$ cat src/sv/dcdc_pkg.sv
package dcdc_pkg;

  localparam int unsigned CMD_W   = 1;
  localparam int unsigned COUNT_W = 17;
  localparam int unsigned YEAR_W  = 12;
  localparam int unsigned MONTH_W = 4;
  localparam int unsigned DAY_W   = 5;
  localparam int unsigned WDAY_W  = 3;
  localparam int unsigned YLEN_W  = 9;

  localparam logic [CMD_W-1:0]   CMD_DECODE = 1'b0;
  localparam logic [CMD_W-1:0]   CMD_ENCODE = 1'b1;

  localparam logic [MONTH_W-1:0] MONTH_FIRST = 4'd1;
  localparam logic [MONTH_W-1:0] MONTH_LAST  = 4'd12;
  localparam logic [DAY_W-1:0]   FEB_BASE    = 5'd28;
  localparam logic [WDAY_W-1:0]  WEEK_LAST   = 3'd6;

  typedef enum logic [2:0] {
    ST_IDLE,
    ST_YEAR,
    ST_MONTH,
    ST_DAY,
    ST_WDAY,
    ST_DONE
  } state_e;

  // Length of a month in days; codes outside 1..12 never reach a valid result.
  function automatic logic [DAY_W-1:0] month_len(input logic [MONTH_W-1:0] m,
                                                  input logic leap);
    logic [DAY_W-1:0] len;
    case (m)
      4'd2:    len = leap ? 5'd29 : 5'd28;
      4'd4:    len = 5'd30;
      4'd6:    len = 5'd30;
      4'd9:    len = 5'd30;
      4'd11:   len = 5'd30;
      default: len = 5'd31;
    endcase
    return len;
  endfunction

  // Adds a small step to a weekday and wraps it back into 0..6.
  function automatic logic [WDAY_W-1:0] wday_add(input logic [WDAY_W-1:0] w,
                                                  input logic [1:0] step);
    logic [WDAY_W:0] sum;
    sum = {1'b0, w} + {2'b00, step};
    if (sum > {1'b0, WEEK_LAST}) begin
      sum = sum - 4'd7;
    end
    return sum[WDAY_W-1:0];
  endfunction

endpackage

$ cat src/sv/day_count_date_converter.sv
// Gregorian date converter. A transfer with command_i low decodes day_count_i, the number
// of days since 1 January FIRST_YEAR, into year, month, day of month and weekday
// (0 is Sunday); with command_i high it checks year_in_i, month_in_i and day_in_i and
// returns the matching day count. Results outside the years FIRST_YEAR through
// FIRST_YEAR + YEAR_SPAN - 1, and bad months or days, come back with valid_res_o low.
// One request is handled at a time: a shared 17-bit adder walks one year per cycle and
// then one month per cycle, then adds the day offset, and repeated subtraction of seven
// reduces the weekday modulo seven. in_ready_o stays low from the input transfer until
// the result has been taken.
module day_count_date_converter #(
  parameter int unsigned FIRST_YEAR = 1970,
  parameter int unsigned YEAR_SPAN  = 256
) (
  input  logic                            clk_i,
  input  logic                            rst_ni,
  input  logic                            in_valid_i,
  output logic                            in_ready_o,
  input  logic [dcdc_pkg::CMD_W-1:0]      command_i,
  input  logic [dcdc_pkg::COUNT_W-1:0]    day_count_i,
  input  logic [dcdc_pkg::YEAR_W-1:0]     year_in_i,
  input  logic [dcdc_pkg::MONTH_W-1:0]    month_in_i,
  input  logic [dcdc_pkg::DAY_W-1:0]      day_in_i,
  output logic                            out_valid_o,
  input  logic                            out_ready_i,
  output logic [dcdc_pkg::YEAR_W-1:0]     year_out_o,
  output logic [dcdc_pkg::MONTH_W-1:0]    month_out_o,
  output logic [dcdc_pkg::DAY_W-1:0]      day_out_o,
  output logic [dcdc_pkg::WDAY_W-1:0]     weekday_o,
  output logic [dcdc_pkg::COUNT_W-1:0]    count_out_o,
  output logic                            valid_res_o
);

  localparam int unsigned SPAN_W = $clog2(YEAR_SPAN + 1);
  localparam int unsigned PRIOR  = FIRST_YEAR - 1;
  localparam int unsigned FIRST_WD_INT =
    (1 + 365 * PRIOR + PRIOR / 4 - PRIOR / 100 + PRIOR / 400) % 7;

  localparam logic [dcdc_pkg::YEAR_W-1:0] YEAR_FIRST = dcdc_pkg::YEAR_W'(FIRST_YEAR);
  localparam logic [dcdc_pkg::YEAR_W:0]   YEAR_END   = (dcdc_pkg::YEAR_W + 1)'(FIRST_YEAR + YEAR_SPAN);
  localparam logic [SPAN_W-1:0]           SPAN_LAST  = SPAN_W'(YEAR_SPAN);
  localparam logic [6:0]                  C100_INIT  = 7'(FIRST_YEAR % 100);
  localparam logic [1:0]                  C4H_INIT   = 2'((FIRST_YEAR / 100) % 4);
  localparam logic [dcdc_pkg::WDAY_W-1:0] FIRST_WD   = dcdc_pkg::WDAY_W'(FIRST_WD_INT);

  dcdc_pkg::state_e state_q, state_d;

  logic [dcdc_pkg::CMD_W-1:0]   cmd_q;
  logic [dcdc_pkg::COUNT_W-1:0] cnt_q;
  logic [dcdc_pkg::YEAR_W-1:0]  yin_q;
  logic [dcdc_pkg::MONTH_W-1:0] min_q;
  logic [dcdc_pkg::DAY_W-1:0]   din_q;

  logic [dcdc_pkg::COUNT_W-1:0] acc_q, acc_d;
  logic [dcdc_pkg::YEAR_W-1:0]  year_q, year_d;
  logic [SPAN_W-1:0]            span_q, span_d;
  logic [6:0]                   c100_q, c100_d;
  logic [1:0]                   c4h_q, c4h_d;
  logic [dcdc_pkg::MONTH_W-1:0] month_q, month_d;
  logic [dcdc_pkg::WDAY_W-1:0]  wd_q, wd_d;
  logic [dcdc_pkg::DAY_W-1:0]   day_q, day_d;
  logic [5:0]                   wsum_q, wsum_d;

  logic [dcdc_pkg::YEAR_W-1:0]  year_out_q, year_out_d;
  logic [dcdc_pkg::MONTH_W-1:0] month_out_q, month_out_d;
  logic [dcdc_pkg::DAY_W-1:0]   day_out_q, day_out_d;
  logic [dcdc_pkg::WDAY_W-1:0]  weekday_q, weekday_d;
  logic [dcdc_pkg::COUNT_W-1:0] count_out_q, count_out_d;
  logic                         valid_res_q, valid_res_d;

  logic                         in_xfer;
  logic                         decode;
  logic                         leap;
  logic [dcdc_pkg::YLEN_W-1:0]  ylen;
  logic [dcdc_pkg::DAY_W-1:0]   mlen;
  logic [dcdc_pkg::DAY_W-1:0]   dayoff;
  logic                         enc_ok;
  logic                         day_ok;
  logic                         sub;
  logic [dcdc_pkg::COUNT_W-1:0] op;
  logic [dcdc_pkg::COUNT_W-1:0] op_x;
  logic [dcdc_pkg::COUNT_W:0]   res;
  logic                         no_borrow;
  logic                         year_bad;
  logic                         year_stop;
  logic                         year_step;
  logic                         month_step;
  logic                         wday_done;

  assign in_xfer = in_valid_i && in_ready_o;
  assign decode  = (cmd_q == dcdc_pkg::CMD_DECODE);

  // Leap year: divisible by 4 and not by 100, or divisible by 400.
  assign leap = (year_q[1:0] == 2'd0) && ((c100_q != 7'd0) || (c4h_q == 2'd0));
  assign ylen = leap ? 9'd366 : 9'd365;
  assign mlen = dcdc_pkg::month_len(month_q, leap);
  assign dayoff = decode ? acc_q[dcdc_pkg::DAY_W-1:0] : din_q - 5'd1;

  assign enc_ok = (yin_q >= YEAR_FIRST) && ({1'b0, yin_q} < YEAR_END) &&
                  (min_q >= dcdc_pkg::MONTH_FIRST) && (min_q <= dcdc_pkg::MONTH_LAST);
  assign day_ok = (din_q != 5'd0) && (din_q <= dcdc_pkg::month_len(min_q, leap));

  // The shared adder: subtracts year and month lengths while decoding, adds while encoding.
  always_comb begin
    case (state_q)
      dcdc_pkg::ST_YEAR:  op = dcdc_pkg::COUNT_W'(ylen);
      dcdc_pkg::ST_MONTH: op = dcdc_pkg::COUNT_W'(mlen);
      dcdc_pkg::ST_DAY:   op = dcdc_pkg::COUNT_W'(dayoff);
      default:            op = '0;
    endcase
    sub  = decode && (state_q != dcdc_pkg::ST_DAY);
    op_x = sub ? ~op : op;
    res  = {1'b0, acc_q} + {1'b0, op_x} + {{dcdc_pkg::COUNT_W{1'b0}}, sub};
    no_borrow = res[dcdc_pkg::COUNT_W];
  end

  always_comb begin
    if (decode) begin
      year_bad   = (span_q == SPAN_LAST);
      year_stop  = !no_borrow;
      month_step = (month_q < dcdc_pkg::MONTH_LAST) && no_borrow;
    end else begin
      year_bad   = !enc_ok || ((year_q == yin_q) && !day_ok);
      year_stop  = (year_q == yin_q);
      month_step = (month_q < min_q);
    end
    year_step = !year_bad && !year_stop;
    wday_done = (wsum_q < 6'd7);
  end

  always_comb begin
    state_d = state_q;
    case (state_q)
      dcdc_pkg::ST_IDLE: begin
        if (in_xfer) begin
          state_d = dcdc_pkg::ST_YEAR;
        end
      end
      dcdc_pkg::ST_YEAR: begin
        if (year_bad) begin
          state_d = dcdc_pkg::ST_DONE;
        end else if (year_stop) begin
          state_d = dcdc_pkg::ST_MONTH;
        end
      end
      dcdc_pkg::ST_MONTH: begin
        if (!month_step) begin
          state_d = dcdc_pkg::ST_DAY;
        end
      end
      dcdc_pkg::ST_DAY: begin
        state_d = dcdc_pkg::ST_WDAY;
      end
      dcdc_pkg::ST_WDAY: begin
        if (wday_done) begin
          state_d = dcdc_pkg::ST_DONE;
        end
      end
      dcdc_pkg::ST_DONE: begin
        if (out_ready_i) begin
          state_d = dcdc_pkg::ST_IDLE;
        end
      end
      default: begin
        state_d = dcdc_pkg::ST_IDLE;
      end
    endcase
  end

  always_comb begin
    in_ready_o  = (state_q == dcdc_pkg::ST_IDLE);
    out_valid_o = (state_q == dcdc_pkg::ST_DONE);
  end

  always_comb begin
    acc_d       = acc_q;
    year_d      = year_q;
    span_d      = span_q;
    c100_d      = c100_q;
    c4h_d       = c4h_q;
    month_d     = month_q;
    wd_d        = wd_q;
    day_d       = day_q;
    wsum_d      = wsum_q;
    year_out_d  = year_out_q;
    month_out_d = month_out_q;
    day_out_d   = day_out_q;
    weekday_d   = weekday_q;
    count_out_d = count_out_q;
    valid_res_d = valid_res_q;
    case (state_q)
      dcdc_pkg::ST_IDLE: begin
        acc_d   = (command_i == dcdc_pkg::CMD_DECODE) ? day_count_i : '0;
        year_d  = YEAR_FIRST;
        span_d  = '0;
        c100_d  = C100_INIT;
        c4h_d   = C4H_INIT;
        month_d = dcdc_pkg::MONTH_FIRST;
        wd_d    = FIRST_WD;
      end
      dcdc_pkg::ST_YEAR: begin
        if (year_bad) begin
          year_out_d  = decode ? '0 : yin_q;
          month_out_d = '0;
          day_out_d   = '0;
          weekday_d   = '0;
          count_out_d = decode ? cnt_q : '0;
          valid_res_d = 1'b0;
        end else if (year_step) begin
          acc_d  = res[dcdc_pkg::COUNT_W-1:0];
          year_d = year_q + 12'd1;
          span_d = span_q + SPAN_W'(1);
          wd_d   = dcdc_pkg::wday_add(wd_q, leap ? 2'd2 : 2'd1);
          if (c100_q == 7'd99) begin
            c100_d = '0;
            c4h_d  = c4h_q + 2'd1;
          end else begin
            c100_d = c100_q + 7'd1;
          end
        end
      end
      dcdc_pkg::ST_MONTH: begin
        if (month_step) begin
          acc_d   = res[dcdc_pkg::COUNT_W-1:0];
          month_d = month_q + 4'd1;
          wd_d    = dcdc_pkg::wday_add(wd_q, 2'(mlen - dcdc_pkg::FEB_BASE));
        end
      end
      dcdc_pkg::ST_DAY: begin
        if (!decode) begin
          acc_d = res[dcdc_pkg::COUNT_W-1:0];
        end
        day_d  = dayoff + 5'd1;
        wsum_d = {3'b000, wd_q} + {1'b0, dayoff};
      end
      dcdc_pkg::ST_WDAY: begin
        if (wday_done) begin
          year_out_d  = year_q;
          month_out_d = month_q;
          day_out_d   = day_q;
          weekday_d   = wsum_q[dcdc_pkg::WDAY_W-1:0];
          count_out_d = decode ? cnt_q : acc_q;
          valid_res_d = 1'b1;
        end else begin
          wsum_d = wsum_q - 6'd7;
        end
      end
      default: begin
      end
    endcase
  end

  always_ff @(posedge clk_i or negedge rst_ni) begin
    if (!rst_ni) begin
      state_q <= dcdc_pkg::ST_IDLE;
    end else begin
      state_q <= state_d;
    end
  end

  always_ff @(posedge clk_i) begin
    if (in_xfer) begin
      cmd_q <= command_i;
      cnt_q <= day_count_i;
      yin_q <= year_in_i;
      min_q <= month_in_i;
      din_q <= day_in_i;
    end
    acc_q       <= acc_d;
    year_q      <= year_d;
    span_q      <= span_d;
    c100_q      <= c100_d;
    c4h_q       <= c4h_d;
    month_q     <= month_d;
    wd_q        <= wd_d;
    day_q       <= day_d;
    wsum_q      <= wsum_d;
    year_out_q  <= year_out_d;
    month_out_q <= month_out_d;
    day_out_q   <= day_out_d;
    weekday_q   <= weekday_d;
    count_out_q <= count_out_d;
    valid_res_q <= valid_res_d;
  end

  assign year_out_o  = year_out_q;
  assign month_out_o = month_out_q;
  assign day_out_o   = day_out_q;
  assign weekday_o   = weekday_q;
  assign count_out_o = count_out_q;
  assign valid_res_o = valid_res_q;

endmodule

$ cat config.mk
export PLATFORM = sky130hd
export DESIGN_NAME = day_count_date_converter
export DESIGN_NICKNAME = d
export VERILOG_FILES = /design/src/sv/dcdc_pkg.sv /design/src/sv/day_count_date_converter.sv
export SDC_FILE = /design/constraint.sdc
export NUM_CORES = 1
export LEC_CHECK = 0
export BUFFER_PORTS_ARGS = -buffer_cell sky130_fd_sc_hd__buf_2
export CAP_MARGIN = 10
export CORE_MARGIN = 8
export CORE_UTILIZATION = 55
export DETAILED_ROUTE_END_ITERATION = 8
export PLACE_DENSITY = 0.75
export SYNTH_ARGS = -nofsm -noshare
export SYNTH_HDL_FRONTEND = slang
export SYNTH_SLANG_ARGS = --single-unit
$ cat constraint.sdc
create_clock -name clk_i -period 8.6 [get_ports clk_i]
set_input_delay 1.72 -clock clk_i [delete_from_list [all_inputs] [get_ports clk_i]]
set_output_delay 1.72 -clock clk_i [all_outputs]
set_load 0.02 [all_outputs]
==> run summary, run 1 <==
CTS tree: yes
GP Congestion: 0.910
vias in the first global route: 5994
post-CTS resize count: 0
largest net degree at the start of global routing: 52
Reg clk slew, reported paths: 0.06 ns
crit path capture type: flop
clock buffer depth: 2
Hold Path Cell Cnt: 1
first-pass GRT wire length: 30.7 mm
DR vias: 6246
drt total wl: 19.0 mm
Skew-Pair Late Insertion Delay: 0.43 ns
DRC errors left: 0
GRT Util Overall: 19.7%
crit-path max FO: 33
Post-Syn Area: 8430 um2
Critical Path Start: state_q[2]$_DFFE_PN0P_
Leak: 3.84 nW
#FFs+latches synth: 149
path depth of the worst reg2reg path: 13
total negative slack: 0 ns
Max VDD drop: 0.201 mV
vias per std cell: 5.81
Syn Inst Count: 795
first-pass detailed-route iteration total: 7
worst path arrival time: 5.44 ns
total of max-cap violations: 0
worst setup margin: 3.21 ns
pre-CTS setup slack: 3.24 ns
HPWL after DPL: 13.4 mm
# port buffers: 86
die area: 19500 um2
starting density of the core: 55.9%
sequential share of the synthesized area: 52.9%
Main synth FF type: edfxtp_1
fraction of registers with async set/reset: 2.01%
area grow syn2layout: 13.8%
r2r setup slk: 3.21 ns
Starting DRT DRC Count: 482
Post-synth EDFFs: 146
chip height: 140 um
Clock Sinks: 149
worst hold path endpoint: c4h_q[0]$_SDFFCE_PP1P_
Hold WS: 0.555 ns
Yosys warnings: 0
antenna violations before repair: 0
Root Buffer: clkbuf_16
power per cell area: 440 nW/um2
Boundary Pins: 87
ANT nets after route: 0
type of the worst setup path: reg2reg
CP Launch Type: flop
Post-Route Utilization: 63.6%
total CTS buffers: 17
Row Count: 45
hold_buf cts: 0
RSZ-0062 raised after global routing: false
Remaining Overflow, GRT: 0
layout cells sized above 1: 16.5%
Synthesized Nets: 888
min-delay src: c4h_q[0]$_SDFFCE_PP1P_
most frequent cells in the layout: edfxtp_1 (146), buf_2 (86), nand3_1 (72)
Final Cycle Share: 62.7%
RR Endpoint: acc_q[10]$_DFFE_PP_
routed len/inst: 17.6 um
commonest non-fill, non-tap cell in the layout: edfxtp_1
diode count: 0
worst hold path type: reg2reg
die width: 140 um
outcome: finished, final reports clean
Max Clk Rate: 185 MHz
Synth cell types: 65
Core Footprint: 15100 um2
min Tclk post-route: 5.39 ns
Syn Area/Cell: 10.6 um2
Final Max Slew Viols: 0
# H-tree levels: 4
Final setup viols: 0
Worst Max-Slew Pin Slew: 1.18 ns
critical path required time: 8.65 ns
final hold viol count: 0
launching point of the worst reg2reg path: state_q[2]$_DFFE_PN0P_
Clock Skew: 0.00892 ns
Setup Buffers After CTS: 0
Final nets: 967
Worst slew margin: 21.3%
sequential cells by signal, indices dropped and copies added (netlist names), 6 cells and up:
| signal | cells |
|---|---|
| acc_q | 17 |
| cnt_q | 17 |
| count_out_o | 17 |
| year_out_o | 12 |
| year_q | 12 |
| yin_q | 12 |
| span_q | 9 |
| c100_q | 7 |
| wsum_q | 6 |
power breakdown:
| part | switching [mW] | internal, mW | total, mW |
|---|---|---|---|
| clock | 0.301 | 0.397 | 0.699 |
| sequential | 0.238 | 1.26 | 1.50 |
| combinational | 1.27 | 0.757 | 2.02 |
per-stage QoR:
| stage | total power, mW | instance area [um2] | instances |
|---|---|---|---|
| global route | 4.54 | 9600 | 1075 |
| global placement | 3.47 | 9040 | 1043 |
| finish | 4.22 | 9600 | 1075 |
| detailed placement | 3.51 | 9040 | 1043 |
| floorplan | 2.98 | 8430 | 795 |
| CTS | 4.23 | 9600 | 1075 |
routing by layer:
layer  part of all wire [%]  vias to the layer above  GRT usage [%]
met1                     45                     2939           25.6
met3                    6.7                       41           5.03
met5                      0                        -              0
li1                       -                     3055              -
met4                    2.3                        0           7.94
met2                     46                      211           31.0
worst max-delay path by stage:
stage                                         end  slack [ns]  depth (start not counted)
after floorplan           c100_q[0]$_SDFFCE_PP0P_        2.95                         13
after global placement        acc_q[10]$_DFFE_PP_        3.41                         13
after detailed placement      acc_q[12]$_DFFE_PP_        3.24                         13
after CTS                     acc_q[10]$_DFFE_PP_        3.25                         13
after global routing           acc_q[9]$_DFFE_PP_        2.80                         13
final                         acc_q[10]$_DFFE_PP_        3.21                         13
logic make-up after synthesis:
logic type / Yosys count / synth area share [%]
AO/OA/AOI/OAI: 157 / 11.6
XOR/XNOR: 61 / 6.34
adder cells (fa/ha/maj): 50 / 7.78
buffers and inverters: 89 / 3.99
flip-flops: 149 / 52.9
multiplexers: 5 / 0.594
AND/OR/NAND/NOR: 284 / 16.9
critical path, stage by stage (launching register included):
cell     delay [ns]
dfrtp_1        0.92
nor2b_1        0.21
nand2_1        0.17
inv_1          0.17
nor2_1         0.69
xor2_1         0.19
ha_1           0.34
nand4_1        0.16
nor4_1         0.19
or3b_4         0.42
and2_4         0.18
a31oi_1        0.23
nand4_1        0.15
a31oi_2        0.99
area by class of cell:
type / count / area, um2
fill: 1225 / 5490
inverter: 58 / 219
clock inverter: 15 / 133
tap: 188 / 235
sequential: 149 / 4460
clock buffer: 17 / 425
multi-input combinational: 557 / 3660
timing repair buffer: 91 / 468
cells in the mapped netlist, types with 9 or more instances:
library cell,instances,share of area (%)
a21o_1,9,0.80
a21oi_1,37,2.2
and3_1,21,1.6
clkbuf_1,25,1.1
edfxtp_1,146,52
ha_1,46,6.8
inv_1,57,2.5
nand2_1,59,2.6
nand2b_1,9,0.67
nand3_1,72,4.3
nor2_1,57,2.5
nor3_1,16,0.95
o21ai_0,53,3.1
xnor2_1,37,3.8
xor2_1,24,2.5
Note: power is estimated with default switching activity, not from simulation.
==> run 2, diff against run 1 <==
--- a/config.mk
+++ b/config.mk
@@ -5,6 +5,7 @@
 export SDC_FILE = /design/constraint.sdc
 export NUM_CORES = 1
 export LEC_CHECK = 0
+export ABC_AREA = 1
 export BUFFER_PORTS_ARGS = -buffer_cell sky130_fd_sc_hd__buf_2
 export CAP_MARGIN = 10
 export CORE_MARGIN = 8
==> constraint.sdc (replaced) <==
create_clock -name clk_i -period 5.1 [get_ports clk_i]
set_input_delay 1.02 -clock clk_i [delete_from_list [all_inputs] [get_ports clk_i]]
set_output_delay 1.02 -clock clk_i [all_outputs]
set_load 0.02 [all_outputs]
==> run summary, run 2 <==
Final nets: 1073 (+11%)
Max VDD drop: 0.361 mV (+79%)
Post-Synth Adder-Cell Area: 7.88% (+0.11 points)
Cell Chain, Critical Path: buf_4 -> nand2_1 -> o21ai_0 -> inv_1 -> o21ai_0 -> xor2_1 -> ha_1 -> nand2_1 -> nor4_1 -> nand4_1 -> nand3_1 -> nand3_1 -> nand2_1 -> buf_4
Core Footprint: 15000 um2 (-0.75%)
Worst Max-Slew Pin Slew: 0.676 ns (-0.501 ns)
critical path required time: 5.19 ns (-3.46 ns)
HPWL after DPL: 13.7 mm (+2.2%)
Remaining Overflow, GRT: 0 (unchanged)
most instantiated cells after synthesis: nand2_1 (172), edfxtp_1 (146), inv_1 (106)
Final Cell Area: 9570 um2 (-0.26%)
Max Clk Rate: 244 MHz (+32%)
type of the worst setup path: reg2reg
main combinational cell family by area after synthesis: simple AND/OR/NAND/NOR gates
Synth Area in XOR/XNOR: 2.84% (-3.5 points)
launching point of the worst reg2reg path: cmd_q$_DFFE_PP_
#FFs+latches synth: 149 (unchanged)
die area: 19300 um2 (-1.2%)
count leader, synth: nand2_1
Synth top area share: 52.7% (+0.72 points)
hold_buf cts: 0 (unchanged)
total CTS buffers: 17 (unchanged)
final hold viol count: 0 (unchanged)
Reg clk slew, reported paths: 0.06 ns (about the same)
CP Launch Type: flop
area grow syn2layout: 15.1%
drt total wl: 18.9 mm (-0.52%)
# H-tree levels: 4 (unchanged)
Main synth FF type: edfxtp_1
GP Congestion: 0.930 (+2.3%)
Row Count: 45 (unchanged)
most frequent cells in the layout: nand2_1 (172), edfxtp_1 (146), inv_1 (106)
Boundary Pins: 87 (unchanged)
total negative slack: 0 ns (unchanged)
Final Cycle Share: 80.4% (+18 points)
Synth area leaders: edfxtp_1 (53%), nand2_1 (7.8%), ha_1 (6.9%), inv_1 (4.8%), nor2_1 (3.9%)
Compound-Gate Fraction of Synth Area: 10.7% (-0.83 points)
first-pass detailed-route iteration total: 7 (unchanged)
DR vias: 6502 (+4.1%)
worst path arrival time: 4.19 ns (-1.25 ns)
Final setup viols: 0 (unchanged)
starting density of the core: 55.5% (-0.35 points)
sequential share of the synthesized area: 53.6% (+0.73 points)
chip height: 139 um (-0.60%)
total of max-cap violations: 0 (unchanged)
Syn Area/Cell: 9.44 um2 (-11%)
diode count: 0 (unchanged)
Clock Sinks: 149 (unchanged)
Post-Syn Area: 8320 um2 (-1.4%)
Worst slew margin: 54.9% (+34 points)
routed len/inst: 16.0 um (-9.4%)
CP most frequent cell: nand2_1
Critical Path Start: cmd_q$_DFFE_PP_
RSZ-0062 raised after global routing: false
antenna violations before repair: 0 (unchanged)
Skew-Pair Late Insertion Delay: 0.43 ns (about the same)
# port buffers: 86 (unchanged)
Root Buffer: clkbuf_16
Leak: 4.24 nW (+10%)
GRT Util Overall: 20.0% (+0.26 points)
first-pass GRT wire length: 31.0 mm (+0.85%)
crit path capture type: flop
vias per std cell: 5.51 (-5.2%)
number of fill cells: 1191 (-2.8%)
power per cell area: 718 nW/um2 (+63%)
Setup Buffers After CTS: 0 (unchanged)
layout cells sized above 1: 15.8% (-0.63 points)
Synth cell types: 46 (-29%)
Syn Inst Count: 881 (+11%)
Starting DRT DRC Count: 479 (-0.62%)
post-synthesis mux area share: 0% (-0.59 points)
Clock Skew: 0.0109 ns (+0.00202 ns)
synthesized-area fraction occupied by and/or/nand/nor cells: 18.8% (+2.0 points)
crit-path max FO: 28 (-15%)
clock buffer depth: 2 (unchanged)
Yosys top cell by area: edfxtp_1
vias in the first global route: 6293 (+5.0%)
ANT nets after route: 0 (unchanged)
post-CTS resize count: 0 (unchanged)
DP Area: 9020 um2 (-0.15%)
Yosys warnings: 0 (unchanged)
commonest non-fill, non-tap cell in the layout: nand2_1
min Tclk post-route: 4.10 ns (-1.29 ns)
fraction of registers with async set/reset: 2.01% (unchanged)
Critical Path Slowest Stage Cell: edfxtp_1
outcome: finished, final reports clean
die width: 139 um (-0.60%)
worst hold path type: in2async
Max stage delay on crit path: 0.78 ns (-0.21 ns)
CTS tree: yes
Post-synth EDFFs: 146 (unchanged)
Final Max Slew Viols: 0 (unchanged)
DRC errors left: 0 (unchanged)
largest net degree at the start of global routing: 48 (-7.7%)
Synthesized Nets: 974 (+9.7%)
[run 2: cell types whose count changed after synthesis, moves of 16 or more]
cell	before	now
inv_1	57	106
and3_1	21	1
nand3_1	72	56
nand2_1	59	172
nor2_1	57	86
xnor2_1	37	10
[run 2: cell type report]
class	count	area [um2]	area share, %
well taps	188	235	2.46
repair buffers	99	528	5.52
inverters	116	435	4.55
multi-input cells	597	3370	35.2
clock inverters	12	114	1.19
flip-flops and latches	149	4460	46.6
clock buffers	19	433	4.52
[run 2: layer usage]
metal	GRT usage (%)	up-vias	wire length, um
met5	0	-	0
met4	6.76	0	320
met3	4.92	31	1330
met2	32.3	223	8820
met1	25.8	3025	8390
li1	-	3223	-
[run 2: path summary, 6_finish.rpt]
check	to	slack [ns]	depth (start not counted)
setup / recovery	year_q[0]$_SDFFCE_PP0P_	1.0	14
hold / removal	state_q[2]$_DFFE_PN0P_	0.39	1
setup reg to reg	year_q[0]$_SDFFCE_PP0P_	1.0	14
hold reg to reg	count_out_o[12]$_DFFE_PP_	0.51	2
max in group asynchronous	state_q[1]$_DFFE_PN0P_	4.59	1
min in group clk_i	count_out_o[12]$_DFFE_PP_	0.51	2
[run 2: where the power goes]
group,total (mW),switching (mW),internal [mW]
Combinational,3.29,2.20,1.10
Sequential,2.40,0.288,2.11
Clock,1.18,0.474,0.706
Total,6.87,2.96,3.92
[run 2: critical path: cells and delay by family, from the launching register on]
kind	cells	cell delay, ns
AOI/OAI and AO/OA	2	0.41
xor gates and xnor gates	1	0.11
adders and majority gates	1	0.37
and+or+nand+nor	7	1.21
buffers and inverters	3	0.85
DFF	1	0.78
[run 2: metrics by stage]
stage	hold slack (ns)	util, %	setup WS, ns	power [mW]	instances
floorplan	0.495	-	0.990	4.72	881
global placement	0.499	60.3	1.25	5.60	1149
detailed placement	0.502	60.3	1.07	5.68	1149
CTS	0.383	63.9	1.06	6.88	1180
global route	0.386	63.9	0.603	7.40	1180
finish	0.392	63.9	0.998	6.87	1180
[run 2: cell families after synthesis]
group | Yosys count
compound gates | 154
xor+xnor | 27
fa+ha+maj | 50
buf+inv | 135
flops | 149
simple gates | 366
==> run 3, diff against run 2 <==
--- a/config.mk
+++ b/config.mk
@@ -9,9 +9,9 @@
 export BUFFER_PORTS_ARGS = -buffer_cell sky130_fd_sc_hd__buf_2
 export CAP_MARGIN = 10
 export CORE_MARGIN = 8
-export CORE_UTILIZATION = 55
+export CORE_UTILIZATION = 54
 export DETAILED_ROUTE_END_ITERATION = 8
-export PLACE_DENSITY = 0.75
+export PLACE_DENSITY = 0.77
 export SYNTH_ARGS = -nofsm -noshare
 export SYNTH_HDL_FRONTEND = slang
 export SYNTH_SLANG_ARGS = --single-unit
==> constraint.sdc (replaced) <==
create_clock -name clk_i -period 3.43 [get_ports clk_i]
set_input_delay 0.686 -clock clk_i [delete_from_list [all_inputs] [get_ports clk_i]]
set_output_delay 0.686 -clock clk_i [all_outputs]
set_load 0.02 [all_outputs]
==> run summary, run 3 (synthesis gave the netlist of run 2 again) <==
area grow syn2layout: 27.0%
type of the worst setup path: reg2reg
Final Max Slew Viols: 0 (unchanged)
final hold viol count: 0 (unchanged)
CP Launch Type: flop
Worst slew margin: 63.9% (+8.9 points)
Boundary Pins: 87 (unchanged)
worst path bufs/invs: 3 (unchanged)
# port buffers: 86 (unchanged)
chip height: 140 um (+0.81%)
clock buffer depth: 2 (unchanged)
DR vias: 7070 (+8.7%)
total of max-cap violations: 0 (unchanged)
min Tclk post-route: 3.40 ns (-0.705 ns)
Max Clk Rate: 294 MHz (+21%)
Max stage delay on crit path: 0.42 ns (-0.36 ns)
commonest non-fill, non-tap cell in the layout: nand2_1
routed len/inst: 16.7 um (+4.6%)
Leak: 4.74 nW (+12%)
worst path arrival time: 3.59 ns (-0.60 ns)
launching point of the worst reg2reg path: din_q[0]$_DFFE_PP_
Remaining Overflow, GRT: 0 (unchanged)
sequential share of power: 29.7% (-5.2 points)
crit-path max FO: 7 (-75%)
outcome: finished, final reports clean
DRC errors left: 0 (unchanged)
Final nets: 1158 (+7.9%)
sw frac: 41.8% (-1.3 points)
worst hold path type: in2async
drt total wl: 21.2 mm (+12%)
antenna violations before repair: 0 (unchanged)
Final setup viols: 0 (unchanged)
largest net degree at the start of global routing: 38 (-21%)
die area: 19600 um2 (+1.6%)
diode count: 0 (unchanged)
r2r setup slk: 0.03 ns (-0.97 ns)
layout cells sized above 1: 26.3% (+11 points)
Comb pwr share: 53.2% (+5.3 points)
ANT nets after route: 0 (unchanged)
Reg clk slew, reported paths: 0.06 ns (about the same)
first-pass GRT wire length: 33.4 mm (+7.8%)
Clock Skew: 0.0104 ns (-0.000527 ns)
power per cell area: 1130 nW/um2 (+57%)
crit path capture type: flop
total negative slack: 0 ns (unchanged)
RR Endpoint: acc_q[12]$_DFFE_PP_
Cell Chain, Critical Path: inv_2 -> ha_4 -> nand2_4 -> nor2_2 -> nand2_1 -> nand2_1 -> nand2_1 -> o21ai_2 -> inv_2 -> o21ai_2 -> xor2_1 -> ha_1 -> a21oi_2 -> o21ai_2 -> a21oi_2 -> nor2_1 -> nor2_1 -> nand2_1 -> nand2_1 -> nand2_2 -> o21ai_4 -> nor2_4 -> clkbuf_16
RSZ-0062 raised after global routing: true
HPWL after DPL: 14.6 mm (+6.3%)
Starting DRT DRC Count: 602 (+26%)
die width: 140 um (+0.81%)
Row Count: 45 (unchanged)
first-pass detailed-route iteration total: 5 (-2)
most frequent cells in the layout: nand2_1 (163), edfxtp_1 (146), inv_1 (101)
Net Switching: 4.96 mW (+68%)
Critical Path Slowest Stage Cell: edfxtp_1
total CTS buffers: 17 (unchanged)
critical path required time: 3.62 ns (-1.57 ns)
vias in the first global route: 6936 (+10%)
CTS tree: yes
path depth of the worst reg2reg path: 23 (+9)
pre-CTS setup slack: -0.236 ns (-1.31 ns)
GP Congestion: 0.987 (+6.1%)
worst setup margin: 0.0326 ns (-0.965 ns)
Int Pwr: 6.92 mW (+77%)
Root Buffer: clkbuf_16
Worst Max-Slew Pin Slew: 0.537 ns (-0.139 ns)
Clock Sinks: 149 (unchanged)
GRT Util Overall: 21.4% (+1.4 points)
vias per std cell: 5.58 (+1.3%)
CP most frequent cell: nand2_1
Skew-Pair Late Insertion Delay: 0.43 ns (about the same)
clock power share: 17.1% (about the same)
CP delay by family, top: simple AND/OR/NAND/NOR gates
Final Cycle Share: 99.1% (+19 points)
starting density of the core: 54.9% (-0.62 points)
CP Depth: 23 (+9)
Core Footprint: 15100 um2 (+1.1%)
# H-tree levels: 4 (unchanged)
Max VDD drop: 0.573 mV (+59%)
[run 3: cell types whose count changed in the layout (fill, tap and decap cells not counted), moves of 5 or more]
cell     before  now
inv_1       106  101
nand2_2       5   11
nand2_1     172  163
o21ai_2       0    6
o21ai_1       4    9
nor2_1       84   78
o21ai_0      58   46
buf_4        13   92
inv_2         9   14
[run 3: layout make-up]
| class | instances | area [um2] |
|---|---|---|
| tap | 188 | 235 |
| clock inverter | 12 | 198 |
| sequential | 149 | 4460 |
| multi-input combinational | 597 | 3560 |
| timing repair buffer | 184 | 1240 |
| fill | 1059 | 4590 |
| clock buffer | 20 | 437 |
| inverter | 116 | 435 |
[run 3: per-stage QoR]
step | instance area, um2 | hold WS, ns | util (%) | std cells | total power, mW
finish | 10600 | 0.0428 | 69.7 | 1266 | 11.9
global route | 10600 | 0.0343 | 69.7 | 1266 | 12.6
CTS | 10300 | 0.0262 | 67.9 | 1251 | 11.4
detailed placement | 9580 | 0.484 | 63.2 | 1216 | 9.07
global placement | 9580 | 0.485 | 63.2 | 1216 | 8.91
floorplan | 8330 | 0.390 | - | 881 | 7.04
[run 3: how the worst max path moves through the flow]
stage                                  from                       end  slack (ns)
floorplan           c100_q[0]$_SDFFCE_PP0P_  count_out_o[0]$_DFFE_PP_       0.003
global placement         din_q[0]$_DFFE_PP_       acc_q[13]$_DFFE_PP_      -0.006
detailed placement       din_q[0]$_DFFE_PP_       acc_q[13]$_DFFE_PP_       -0.24
CTS                      din_q[0]$_DFFE_PP_  month_q[2]$_SDFFCE_PN0P_     0.00005
global route             din_q[0]$_DFFE_PP_       acc_q[12]$_DFFE_PP_       -0.12
finish                   din_q[0]$_DFFE_PP_       acc_q[12]$_DFFE_PP_        0.03
[run 3: worst reg2reg max path, cell delays in order (launching register included)]
cell	delay, ns
edfxtp_1	0.42
inv_2	0.10
ha_4	0.14
nand2_4	0.05
nor2_2	0.10
nand2_1	0.08
nand2_1	0.08
nand2_1	0.06
o21ai_2	0.07
inv_2	0.06
o21ai_2	0.14
xor2_1	0.17
ha_1	0.30
a21oi_2	0.18
o21ai_2	0.09
a21oi_2	0.16
nor2_1	0.06
nor2_1	0.13
nand2_1	0.09
nand2_1	0.09
nand2_2	0.08
o21ai_4	0.21
nor2_4	0.09
clkbuf_16	0.19
[run 3: repair_timing]
action,4_1_cts,5_1_grt
gates cloned,0,1
endpoints found under the hold margin,0,0
resized for setup,9,51
endpoints found under the setup margin,26,109
hold buffers,0,0
buffers inserted,3,15
pin swaps,4,30
[run 3: layer usage]
metal  vias up  wire (um)  GRT usage (%)
met1      3297       8570           25.3
met2       325      10400           36.9
met5         -          0              0
met4         0        525           8.91
li1       3394          -              -
met3        54       1680           4.96
[run 3: power by group through the flow]
stage | logic (mW) | clock network (mW) | registers (mW)
floorplan | 3.19 | 0 | 3.84
global placement | 5.39 | 0 | 3.52
detailed placement | 5.53 | 0 | 3.54
CTS | 5.78 | 2.06 | 3.52
global route | 6.92 | 2.12 | 3.60
finish | 6.32 | 2.04 | 3.53
